File: config.mk
export PLATFORM = sky130hd
export DESIGN_NAME = rgb_to_hsv_converter_top
export DESIGN_NICKNAME = d
export VERILOG_FILES = /design/src/rtl/rhc_pkg.sv /design/src/rtl/rhc_div_pipe.sv /design/src/rtl/rgb_to_hsv_converter_top.sv
export SDC_FILE = /design/constraint.sdc
export NUM_CORES = 2
export LEC_CHECK = 0
export ABC_CLOCK_PERIOD_IN_PS = 7500
export BUFFER_PORTS_ARGS = -buffer_cell sky130_fd_sc_hd__buf_2
export CORE_MARGIN = 3
export CORE_UTILIZATION = 53
export CTS_BUF_LIST = sky130_fd_sc_hd__clkbuf_4
export DETAILED_ROUTE_END_ITERATION = 6
export PLACE_DENSITY_LB_ADDON = 0.15
export SLEW_MARGIN = 20
export SYNTH_ARGS = -nofsm -noshare
export SYNTH_HDL_FRONTEND = slang
export SYNTH_SLANG_ARGS = --single-unit
File: constraint.sdc
create_clock -name aclk -period 7.5 [get_ports aclk]
set_input_delay 0.75 -clock aclk [delete_from_list [all_inputs] [get_ports aclk]]
set_output_delay 0.75 -clock aclk [all_outputs]
set_load 0.01 [all_outputs]
File: src/rtl/rhc_pkg.sv
`default_nettype none

package rhc_pkg;

    localparam int CH_W  = 8;
    localparam int IN_W  = 3 * CH_W;
    localparam int Q_W   = 16;
    localparam int OUT_W = 2 * Q_W + CH_W;
    localparam int DEN_W = 11;
    localparam int REM_W = DEN_W;
    localparam int NUM_W = REM_W + Q_W;

    typedef struct packed {
        logic [NUM_W-1:0] hue_num;
        logic [DEN_W-1:0] hue_den;
        logic [NUM_W-1:0] sat_num;
        logic [DEN_W-1:0] sat_den;
        logic [CH_W-1:0]  bright;
    } div_req_t;

    typedef struct packed {
        logic [Q_W-1:0]  hue;
        logic [Q_W-1:0]  sat;
        logic [CH_W-1:0] bright;
    } div_rsp_t;

    typedef struct packed {
        logic [REM_W-1:0] rem;
        logic [Q_W-1:0]   low;
        logic [Q_W-1:0]   quot;
        logic [DEN_W-1:0] den;
    } div_lane_t;

    function automatic div_lane_t div_load(input logic [NUM_W-1:0] num,
                                           input logic [DEN_W-1:0] den);
        div_lane_t l;
        l.rem  = num[NUM_W-1:Q_W];
        l.low  = num[Q_W-1:0];
        l.quot = '0;
        l.den  = den;
        return l;
    endfunction

    // one restoring step: shift in the next numerator bit, subtract if it fits
    function automatic div_lane_t div_step(input div_lane_t a);
        div_lane_t      b;
        logic [REM_W:0] t;
        b = a;
        t = {a.rem, a.low[Q_W-1]};
        b.low = {a.low[Q_W-2:0], 1'b0};
        if (t >= {1'b0, a.den}) begin
            b.rem  = REM_W'(t - {1'b0, a.den});
            b.quot = {a.quot[Q_W-2:0], 1'b1};
        end else begin
            b.rem  = t[REM_W-1:0];
            b.quot = {a.quot[Q_W-2:0], 1'b0};
        end
        return b;
    endfunction

endpackage

`default_nettype wire

File: src/rtl/rhc_div_pipe.sv
`default_nettype none

module rhc_div_pipe (
    input  wire logic              aclk,
    input  wire logic              aresetn,
    input  wire logic              req_valid,
    output logic                   req_ready,
    input  wire rhc_pkg::div_req_t req,
    output logic                   rsp_valid,
    input  wire logic              rsp_ready,
    output rhc_pkg::div_rsp_t      rsp
);
    import rhc_pkg::*;

    logic [Q_W-1:0] valid_reg;
    logic [Q_W-1:0] valid_next;
    logic [Q_W-1:0] en;
    div_lane_t      hue_reg [Q_W];
    div_lane_t      hue_next [Q_W];
    div_lane_t      sat_reg [Q_W];
    div_lane_t      sat_next [Q_W];
    logic [CH_W-1:0] bright_reg [Q_W];
    logic [CH_W-1:0] bright_next [Q_W];

    // a stage loads when it is empty or its content moves on
    always_comb begin
        en[Q_W-1] = !valid_reg[Q_W-1] || rsp_ready;
        for (int k = Q_W - 2; k >= 0; k--) begin
            en[k] = !valid_reg[k] || en[k+1];
        end
    end

    always_comb begin
        valid_next[0]  = req_valid;
        hue_next[0]    = div_step(div_load(req.hue_num, req.hue_den));
        sat_next[0]    = div_step(div_load(req.sat_num, req.sat_den));
        bright_next[0] = req.bright;
        for (int k = 1; k < Q_W; k++) begin
            valid_next[k]  = valid_reg[k-1];
            hue_next[k]    = div_step(hue_reg[k-1]);
            sat_next[k]    = div_step(sat_reg[k-1]);
            bright_next[k] = bright_reg[k-1];
        end
    end

    always_ff @(posedge aclk) begin
        if (!aresetn) begin
            valid_reg <= '0;
        end else begin
            for (int k = 0; k < Q_W; k++) begin
                if (en[k]) begin
                    valid_reg[k] <= valid_next[k];
                end
            end
        end
    end

    always_ff @(posedge aclk) begin
        for (int k = 0; k < Q_W; k++) begin
            if (en[k]) begin
                hue_reg[k]    <= hue_next[k];
                sat_reg[k]    <= sat_next[k];
                bright_reg[k] <= bright_next[k];
            end
        end
    end

    assign req_ready = en[0];
    assign rsp_valid = valid_reg[Q_W-1];
    // packed as hue, sat, bright from the top bit down
    assign rsp       = {hue_reg[Q_W-1].quot, sat_reg[Q_W-1].quot, bright_reg[Q_W-1]};

    a_hue_rem: assert property (@(posedge aclk) disable iff (!aresetn)
        valid_reg[Q_W-1] |-> ({1'b0, hue_reg[Q_W-1].rem} < {1'b0, hue_reg[Q_W-1].den}))
        else $error("hue remainder not below divisor");
    a_sat_rem: assert property (@(posedge aclk) disable iff (!aresetn)
        valid_reg[Q_W-1] |-> ({1'b0, sat_reg[Q_W-1].rem} < {1'b0, sat_reg[Q_W-1].den}))
        else $error("saturation remainder not below divisor");
    a_stall_hold: assert property (@(posedge aclk) disable iff (!aresetn)
        valid_reg[Q_W-1] && !rsp_ready |=> valid_reg[Q_W-1] && $stable(rsp))
        else $error("stalled result changed");

endmodule

`default_nettype wire

File: src/rtl/rgb_to_hsv_converter_top.sv
`default_nettype none

// RGB to HSV conversion, one pixel per clock while m_tready is high. A pixel (red,
// green, blue) enters on the s_ stream and its hue, saturation and brightness
// leave on the m_ stream once through the pipeline: three front stages find max,
// min and the hue sector and form the two dividends, then two 16-stage restoring
// dividers run side by side, one quotient bit per stage. Every stage holds its
// own valid bit and fills empty slots during a stall, so s_tready stays high
// until the whole pipeline is full and one transfer per cycle is sustained.
// Hue is a fraction of a turn scaled by 65536, saturation is scaled by 65535,
// both rounded to nearest; grey and black pixels give zero hue and saturation.
module rgb_to_hsv_converter_top (
    input  wire logic                      aclk,
    input  wire logic                      aresetn,
    input  wire logic                      s_tvalid,
    output logic                           s_tready,
    input  wire logic [rhc_pkg::IN_W-1:0]  s_tdata,   // red, green, blue
    output logic                           m_tvalid,
    input  wire logic                      m_tready,
    output logic      [rhc_pkg::OUT_W-1:0] m_tdata    // hue, saturation, brightness
);
    import rhc_pkg::*;

    typedef enum logic [2:0] {
        SEC_RED   = 3'b001,
        SEC_GREEN = 3'b010,
        SEC_BLUE  = 3'b100
    } sector_t;

    logic            en0, en1, en2;
    logic            v0_reg, v1_reg, v2_reg;
    logic [CH_W-1:0] red0_reg, green0_reg, blue0_reg;

    logic [CH_W-1:0] hi1_next, lo1_next, delta1_next;
    logic [CH_W-1:0] hi1_reg, delta1_reg;
    logic signed [CH_W:0] diff1_next, diff1_reg;
    sector_t         sec1_next, sec1_reg;

    logic [CH_W+1:0] off_term;
    logic signed [CH_W+3:0] n_raw;
    logic signed [CH_W+3:0] n_wrap;
    logic [DEN_W-1:0] delta6;
    logic [CH_W+1:0]  delta3;
    div_req_t        req_next, req_reg;

    logic            div_ready;
    logic            rsp_valid;
    div_rsp_t        rsp;

    assign en2      = !v2_reg || div_ready;
    assign en1      = !v1_reg || en2;
    assign en0      = !v0_reg || en1;
    assign s_tready = en0;

    always_ff @(posedge aclk) begin
        if (!aresetn) begin
            v0_reg <= 1'b0;
            v1_reg <= 1'b0;
            v2_reg <= 1'b0;
        end else begin
            if (en0) begin
                v0_reg <= s_tvalid;
            end
            if (en1) begin
                v1_reg <= v0_reg;
            end
            if (en2) begin
                v2_reg <= v1_reg;
            end
        end
    end

    always_ff @(posedge aclk) begin
        if (en0) begin
            red0_reg   <= s_tdata[CH_W-1:0];
            green0_reg <= s_tdata[2*CH_W-1:CH_W];
            blue0_reg  <= s_tdata[3*CH_W-1:2*CH_W];
        end
    end

    // max, min and sector, ties go to red then green
    always_comb begin
        hi1_next = (red0_reg > green0_reg) ? red0_reg : green0_reg;
        if (blue0_reg > hi1_next) begin
            hi1_next = blue0_reg;
        end
        lo1_next = (red0_reg < green0_reg) ? red0_reg : green0_reg;
        if (blue0_reg < lo1_next) begin
            lo1_next = blue0_reg;
        end
        delta1_next = hi1_next - lo1_next;
        if (red0_reg == hi1_next) begin
            sec1_next  = SEC_RED;
            diff1_next = $signed({1'b0, green0_reg}) - $signed({1'b0, blue0_reg});
        end else if (green0_reg == hi1_next) begin
            sec1_next  = SEC_GREEN;
            diff1_next = $signed({1'b0, blue0_reg}) - $signed({1'b0, red0_reg});
        end else begin
            sec1_next  = SEC_BLUE;
            diff1_next = $signed({1'b0, red0_reg}) - $signed({1'b0, green0_reg});
        end
    end

    always_ff @(posedge aclk) begin
        if (en1) begin
            hi1_reg    <= hi1_next;
            delta1_reg <= delta1_next;
            diff1_reg  <= diff1_next;
            sec1_reg   <= sec1_next;
        end
    end

    // sector offset, wrap into one turn, build dividends and divisors
    always_comb begin
        case (sec1_reg)
            SEC_RED:   off_term = '0;
            SEC_GREEN: off_term = {1'b0, delta1_reg, 1'b0};
            SEC_BLUE:  off_term = {delta1_reg, 2'b00};
            default:   off_term = '0;
        endcase
        delta6 = DEN_W'({delta1_reg, 2'b00}) + DEN_W'({delta1_reg, 1'b0});
        delta3 = {1'b0, delta1_reg, 1'b0} + {2'b00, delta1_reg};
        n_raw  = $signed({2'b00, off_term}) + (CH_W+4)'(diff1_reg);
        n_wrap = n_raw;
        if (n_raw < 0) begin
            n_wrap = n_raw + $signed({1'b0, delta6});
        end
        req_next.bright = hi1_reg;
        if (delta1_reg == '0) begin
            req_next.hue_num = '0;
            req_next.hue_den = DEN_W'(1);
            req_next.sat_num = '0;
            req_next.sat_den = DEN_W'(1);
        end else begin
            req_next.hue_num = {n_wrap[DEN_W-1:0], Q_W'(delta3)};
            req_next.hue_den = delta6;
            req_next.sat_num = NUM_W'({delta1_reg, 17'd0})
                             - NUM_W'({delta1_reg, 1'b0})
                             + NUM_W'(hi1_reg);
            req_next.sat_den = DEN_W'({hi1_reg, 1'b0});
        end
    end

    always_ff @(posedge aclk) begin
        if (en2) begin
            req_reg <= req_next;
        end
    end

    rhc_div_pipe u_div (
        .aclk      (aclk),
        .aresetn   (aresetn),
        .req_valid (v2_reg),
        .req_ready (div_ready),
        .req       (req_reg),
        .rsp_valid (rsp_valid),
        .rsp_ready (m_tready),
        .rsp       (rsp)
    );

    assign m_tvalid = rsp_valid;
    assign m_tdata  = {rsp.bright, rsp.sat, rsp.hue};

    a_den_nonzero: assert property (@(posedge aclk) disable iff (!aresetn)
        v2_reg |-> (req_reg.hue_den != '0) && (req_reg.sat_den != '0))
        else $error("zero divisor entered divider");
    a_hue_range: assert property (@(posedge aclk) disable iff (!aresetn)
        v2_reg |-> ({1'b0, req_reg.hue_num[NUM_W-1:Q_W]} < {1'b0, req_reg.hue_den}))
        else $error("hue quotient would overflow");
    a_sat_range: assert property (@(posedge aclk) disable iff (!aresetn)
        v2_reg |-> ({1'b0, req_reg.sat_num[NUM_W-1:Q_W]} < {1'b0, req_reg.sat_den}))
        else $error("saturation quotient would overflow");
    a_black_zero: assert property (@(posedge aclk) disable iff (!aresetn)
        rsp_valid && (rsp.bright == '0) |-> (rsp.hue == '0) && (rsp.sat == '0))
        else $error("black pixel with nonzero hue or saturation");

endmodule

`default_nettype wire

After elaboration in Yosys (flattened, before gate mapping)
Memory sizes are Yosys's and may differ from the RTL's. Index checks and enable logic that the tools add are counted.

Equal/unequal tests: 4. $lt $le $gt $ge: 37. Add/subtract/negate cells: 42. Mux-type cells: 106. Reductions and logical operators: 39.

Operators with widths (number): >= comparator 12 x 11 -> 1 bit (32); 2-to-1 mux 11 bit (33); subtractor 11 bit (32); 2-to-1 mux 1 bit (65); 2-to-1 mux 8 bit (4); adder 26 x 9 -> 27 bit (1); subtractor 8 x 8 -> 9 bit (3); subtractor 25 x 9 -> 26 bit (1); case mux 10 bit (2 select lines) (1); zero test 1 bit (19); logical OR 1 bit (19); 2-to-1 mux 9 bit (2); == test 8 bit (2); > comparator 8 bit (2); < comparator 8 bit (2); adder 11 x 9 -> 12 bit (1); < comparator 12 x 1 -> 1 bit (second input constant) (1); adder 10 x 9 -> 11 bit (1); adder 11 bit (1); adder 9 x 8 -> 10 bit (1); zero test 8 bit (1); subtractor 8 bit (1); == test 3 x 2 -> 1 bit (second input constant) (1); == test 3 bit (second input constant) (1); 2-to-1 mux 3 bit (1).

Flip-flop bits (word level): 155. RAM bits: 1824. Memories kept: 3.

Memories: u_div.hue_reg (words 16, width 53, read ports 16, clocked after Yosys merged registers in 0, write ports 16, line rhc_div_pipe.sv:18) `div_lane_t hue_reg [Q_W];`; u_div.sat_reg (words 16, width 53, read ports 16, clocked after Yosys merged registers in 0, write ports 16, line rhc_div_pipe.sv:20) `div_lane_t sat_reg [Q_W];`; u_div.bright_reg (words 16, width 8, read ports 16, clocked after Yosys merged registers in 0, write ports 16, line rhc_div_pipe.sv:22) `logic [CH_W-1:0] bright_reg [Q_W];`.

Logic depth before layout (Yosys ltp)
Depth in word-level cells: 20. Gate-level depth with buffers: 26.

Hierarchy
Synthesis repeated with hierarchy kept, for this count alone.

Cells, all modules: 5052. Area total of the unflattened synthesis: 70052.2 um2.

By module, submodules not included: rhc_div_pipe (cells an instance 4185, instances 1, area each 61071.1 um2); rgb_to_hsv_converter_top (cells an instance 867, instances 1, area each 8981.1 um2).

Worst setup path after synthesis
No wires, ideal clock.

Path type: input port to flip-flop. Start point: in m_tready. End point: reg req_reg[0] in the netlist's numbering (enable). Arrival time: 5.814 ns. Setup time: 0.425 ns. Path slack: 1.261 ns. Data required time: 7.075 ns. Cell stages on the path: 9. Path through: nor2b_1 -> inv_1 -> nor2_1 -> and2_1 -> inv_1 -> nor3_1 -> and3_1 -> and3_1 -> nand2_1.

Word-level cells in the longest chain between the ends: 17.

RTL lines: start: declaration (line rgb_to_hsv_converter_top.sv:19) `input wire logic m_tready,`; logical OR 1 bit (line rhc_div_pipe.sv:27) `en[Q_W-1] = !valid_reg[Q_W-1] || rsp_ready;`; net u_div.en[15] (line rhc_div_pipe.sv:17) `logic [Q_W-1:0] en;`; logical OR 1 bit (5 in series) (line rhc_div_pipe.sv:29) `en[k] = !valid_reg[k] || en[k+1];`; net u_div.en[10] (line rhc_div_pipe.sv:17); logical OR 1 bit (10 in series) (line rhc_div_pipe.sv:29); logical OR 1 bit (line rgb_to_hsv_converter_top.sv:50) `assign en2 = !v2_reg || div_ready;`; net en2 (line rgb_to_hsv_converter_top.sv:30) `logic en0, en1, en2;`; end signal: assignment (line rgb_to_hsv_converter_top.sv:146) `req_reg <= req_next;`; end: declaration (line rgb_to_hsv_converter_top.sv:44) `div_req_t req_next, req_reg;`.

The timed path passes the listed nets, and every way through them passes these cells. A chain may end at the register's enable or synchronous reset.

Worst setup path after layout
Start point: reg green0_reg[4]. End point: reg diff1_reg[1], data pin.

Word-level cells in the longest chain between the ends: 7. Elaborated cells on any way between the ends: 8.

RTL lines: start: declaration (line rgb_to_hsv_converter_top.sv:32) `logic [CH_W-1:0] red0_reg, green0_reg, blue0_reg;`; start signal: assignment (line rgb_to_hsv_converter_top.sv:76) `green0_reg <= s_tdata[2*CH_W-1:CH_W];`; > comparator 8 bit (line rgb_to_hsv_converter_top.sv:83) `hi1_next = (red0_reg > green0_reg) ? red0_reg : green0_reg;`; 2-to-1 mux 8 bit * (line rgb_to_hsv_converter_top.sv:83); > comparator 8 bit (line rgb_to_hsv_converter_top.sv:84) `if (blue0_reg > hi1_next) begin`; 2-to-1 mux 8 bit * (line rgb_to_hsv_converter_top.sv:84); net hi1_next[4] (line rgb_to_hsv_converter_top.sv:34) `logic [CH_W-1:0] hi1_next, lo1_next, delta1_next;`; == test 8 bit (line rgb_to_hsv_converter_top.sv:95) `end else if (green0_reg == hi1_next) begin`; 2-to-1 mux 9 bit (line rgb_to_hsv_converter_top.sv:95); 2-to-1 mux 9 bit * (line rgb_to_hsv_converter_top.sv:92) `if (red0_reg == hi1_next) begin`; net diff1_next[1] (line rgb_to_hsv_converter_top.sv:36) `logic signed [CH_W:0] diff1_next, diff1_reg;`; end signal: assignment (line rgb_to_hsv_converter_top.sv:108) `diff1_reg <= diff1_next;`; end: declaration (line rgb_to_hsv_converter_top.sv:36).

The timed path passes the listed nets; every way through them passes the cells marked *.

==> flow_metrics.env <==
export IMPL_hold_path_class="input pin to flop"
export IMPL_worstPathCellList="inv_1 > ha_1 > a21o_1 > a221o_2 > o21ai_4 > nor2_1 > a21oi_1 > ha_1 > nor2b_1 > o21ai_0 > nand2b_1 > a311o_1 > a21oi_2 > nor2_2 > a21o_4 > clkinv_4 > xnor2_1 > or4_4 > nor4_4 > buf_4 > mux2i_1"
export IMPL_cts_tree="built"
export IMPL_synth_async_sr_flop_share_pct=0
export IMPL_crit_required_ns=8.44
export IMPL_postLayoutCoreUtil_pct=59.50
export IMPL_syn_nets=5203
export IMPL_status="finished clean"
export IMPL_drt_pass1_iterations=6
export IMPL_clk_pin_slew_ns=0.06
export IMPL_powerDensity_mw_per_mm2=489.2
export IMPL_yosysUniqueCellTypes=81
export IMPL_critPathLaunchType="flop"
export IMPL_die_area_sq_mm=0.1172
export IMPL_drive_gt1_share_pct=12.67
export IMPL_first_iter_violations=1642
export IMPL_portBuffers=69
export IMPL_syn_area_sq_mm=0.05994
export IMPL_rsz0062_at_grt="false"
export IMPL_hold_viol=0
export IMPL_grt_total_usage_pct=18.72
export IMPL_clock_latency_ns=1.16
export IMPL_nNetsFinal=5565
export IMPL_cts_root_buffer_cell="clkbuf_4"
export IMPL_worstSetupEndpointType="flop"
export IMPL_final_period_utilization_pct=84.87
export IMPL_ys_flop_type="edfxtp_1"
export IMPL_vias=35242
export IMPL_fillers=9051
export IMPL_grt_pass1_wl_um=176200
export IMPL_seq_area_frac_synth_pct=63.35
export IMPL_grt_max_degree=81
export IMPL_grt_pass1_vias=35783
export IMPL_fin_skew_ns=0.09382
export IMPL_min_period_ns=6.365
export IMPL_maxSlewViolCount=0
export IMPL_worst_pin_slew_ns=1.001
export IMPL_path_common_cell="ha_1"
export IMPL_die_y_um=342.3
export IMPL_synth_edff_count=1252
export IMPL_synth_cells=4733
export IMPL_largest_reg_flops=541
export IMPL_wl_per_cell_um=15.84
export IMPL_core_sq_mm=0.1114
export IMPL_ir_worst_vdd_uv=661.3
export IMPL_arrival_ns=7.30
export IMPL_cpPeakStageDelay_ns=0.55
export IMPL_gp_congestion=0.8718
export IMPL_postPlaceCellArea_sq_mm=0.06186
export IMPL_viasPerCell=5.173
export IMPL_post_dp_hpwl_um=79370
export IMPL_initial_core_util_pct=53.79
export IMPL_yosysWarnings=0
export IMPL_fp_dieW_um=342.3
export IMPL_cts_resized=0
export IMPL_critPathSlowestCell="o21ai_4"
export IMPL_htreeDepth=5
export IMPL_synth_area_per_cell_sq_um=12.67
export IMPL_layout_commonest_cell="edfxtp_1"
export IMPL_antenna_found_initial=2
export IMPL_design_area_sq_mm=0.06630
export IMPL_antenna_left=0
export IMPL_cts_inserted_buffers=340
export IMPL_max_cap_viol_count=0
export IMPL_areaGrowthSynthToFinish_pct=10.61
export IMPL_cts_sinks=1271
export IMPL_synth_seq_cells=1271
export IMPL_overflow=0
export IMPL_rows=122
export IMPL_setup_viol=0
export IMPL_ios=70
export IMPL_route_detailed_drc=0
export IMPL_relSlewSlack_pct=33.29
export IMPL_detail_route_wirelength_um=107900
export IMPL_max_freq_ghz=0.1571
export IMPL_setup_worst_path_class="flop to flop"
export IMPL_final_cell_mix="edfxtp_1, inv_1, clkbuf_4"
export IMPL_crit_fanout=19
export IMPL_cts_buffer_depth=4
export IMPL_tns_ns=0
export IMPL_p_leak_nw=27.61
-- logic make-up after synthesis --
| logic type | Yosys count | synth area share (%) |
|---|---|---|
| flip-flops | 1271 | 63.35 |
| AND/OR/NAND/NOR | 1078 | 8.691 |
| AO/OA/AOI/OAI | 937 | 9.439 |
| buffers and inverters | 746 | 4.928 |
| adder cells (fa/ha/maj) | 445 | 9.739 |
| XOR/XNOR | 212 | 3.110 |
| multiplexers | 43 | 0.7327 |
| other | 1 | 0.006256 |
-- timing repair --
| action | in CTS | in global routing |
|---|---|---|
| hold buffers | 29 | 0 |
| setup buffers | 0 | 0 |
| endpoints found under the hold margin | 43 | 0 |
-- critical path, delay by kind of cell (launching register included) --
family                   cells  cell delay, ns
multiplexers                 1            0.28
AND/OR/NAND/NOR              6            1.38
adder cells (fa/ha/maj)      2            0.66
buffers and inverters        3            0.46
flip-flops                   1            0.46
XOR/XNOR                     1            0.07
AO/OA/AOI/OAI                8            2.82
-- path summary, 6_finish.rpt --
path | slack, ns | from | cells past startpoint | to
max | 1.13 | green0_reg[4]$_DFFE_PP_ | 21 | diff1_reg[1]$_DFFE_PP_
min | 0.30 | s_tdata[23] | 2 | blue0_reg[7]$_DFFE_PP_
max reg2reg | 1.13 | green0_reg[4]$_DFFE_PP_ | 21 | diff1_reg[1]$_DFFE_PP_
min reg2reg | 0.35 | u_div.sat_reg[0][140]$_DFFE_PP_ | 0 | u_div.sat_reg[0][194]$_DFFE_PP_
-- area by class of cell --
| cell class | instances | area (sq um) | area share [%] |
|---|---|---|---|
| sequential | 1271 | 37980 | 57.28 |
| inverter | 639 | 2405 | 3.627 |
| timing repair buffer | 127 | 873.3 | 1.317 |
| clock buffer | 492 | 3694 | 5.571 |
| multi-input combinational | 2716 | 19090 | 28.80 |
| tap | 1488 | 1862 | 2.808 |
| clock inverter | 75 | 386.6 | 0.5831 |
| antenna | 5 | 12.51 | 0.01887 |
-- power breakdown --
group | switching (W) | total [W] | internal (W)
sequential | 0.00155 | 0.0138 | 0.0122
combinational | 0.00733 | 0.0130 | 0.00563
clock | 0.00261 | 0.00570 | 0.00309
-- routing by layer --
metal | vias up | global-route usage (%) | share of wire (%)
li1 | 17831 | - | -
met1 | 16606 | 21.71 | 42
met2 | 573 | 34.05 | 52
met3 | 232 | 3.521 | 3.4
met4 | 0 | 7.530 | 2.8
met5 | - | 0 | 0
-- cell usage after synthesis (all sizes together), types with 36 or more instances --
cell type | number | area [sq um]
edfxtp | 1252 | 37600
inv | 637 | 2391
ha | 405 | 5067
nor2 | 314 | 1189
o21ai | 305 | 1538
nand2 | 296 | 1119
a21oi | 276 | 1385
xnor2 | 137 | 1207
nand2b | 104 | 650.6
o31ai | 102 | 765.7
a21o | 86 | 653.1
nor2b | 85 | 531.8
xor2 | 75 | 656.9
a21boi | 67 | 503.0
clkbuf | 65 | 244.0
nand3 | 64 | 320.3
nand4 | 63 | 394.1
and3 | 43 | 274.0
buf | 42 | 306.5
fa | 37 | 740.7
mux2i | 36 | 360.4
-- per-stage QoR --
| step | std cells | hold slack (ns) | setup WS (ns) | total power, W |
|---|---|---|---|---|
| 3_5_place_dp | 6211 | 0.4045 | 1.245 | 0.02689 |
| 4_1_cts | 6807 | 0.1347 | 1.167 | 0.03279 |
| 6_report | 6813 | 0.2969 | 1.135 | 0.03243 |
| 2_1_floorplan | 4733 | 0.4003 | 1.261 | 0.02348 |
| 5_1_grt | 6813 | 0.1753 | 0.6305 | 0.03531 |
| 3_3_place_gp | 6211 | 0.4004 | 1.163 | 0.02649 |
(Power assumes the default switching activity.)
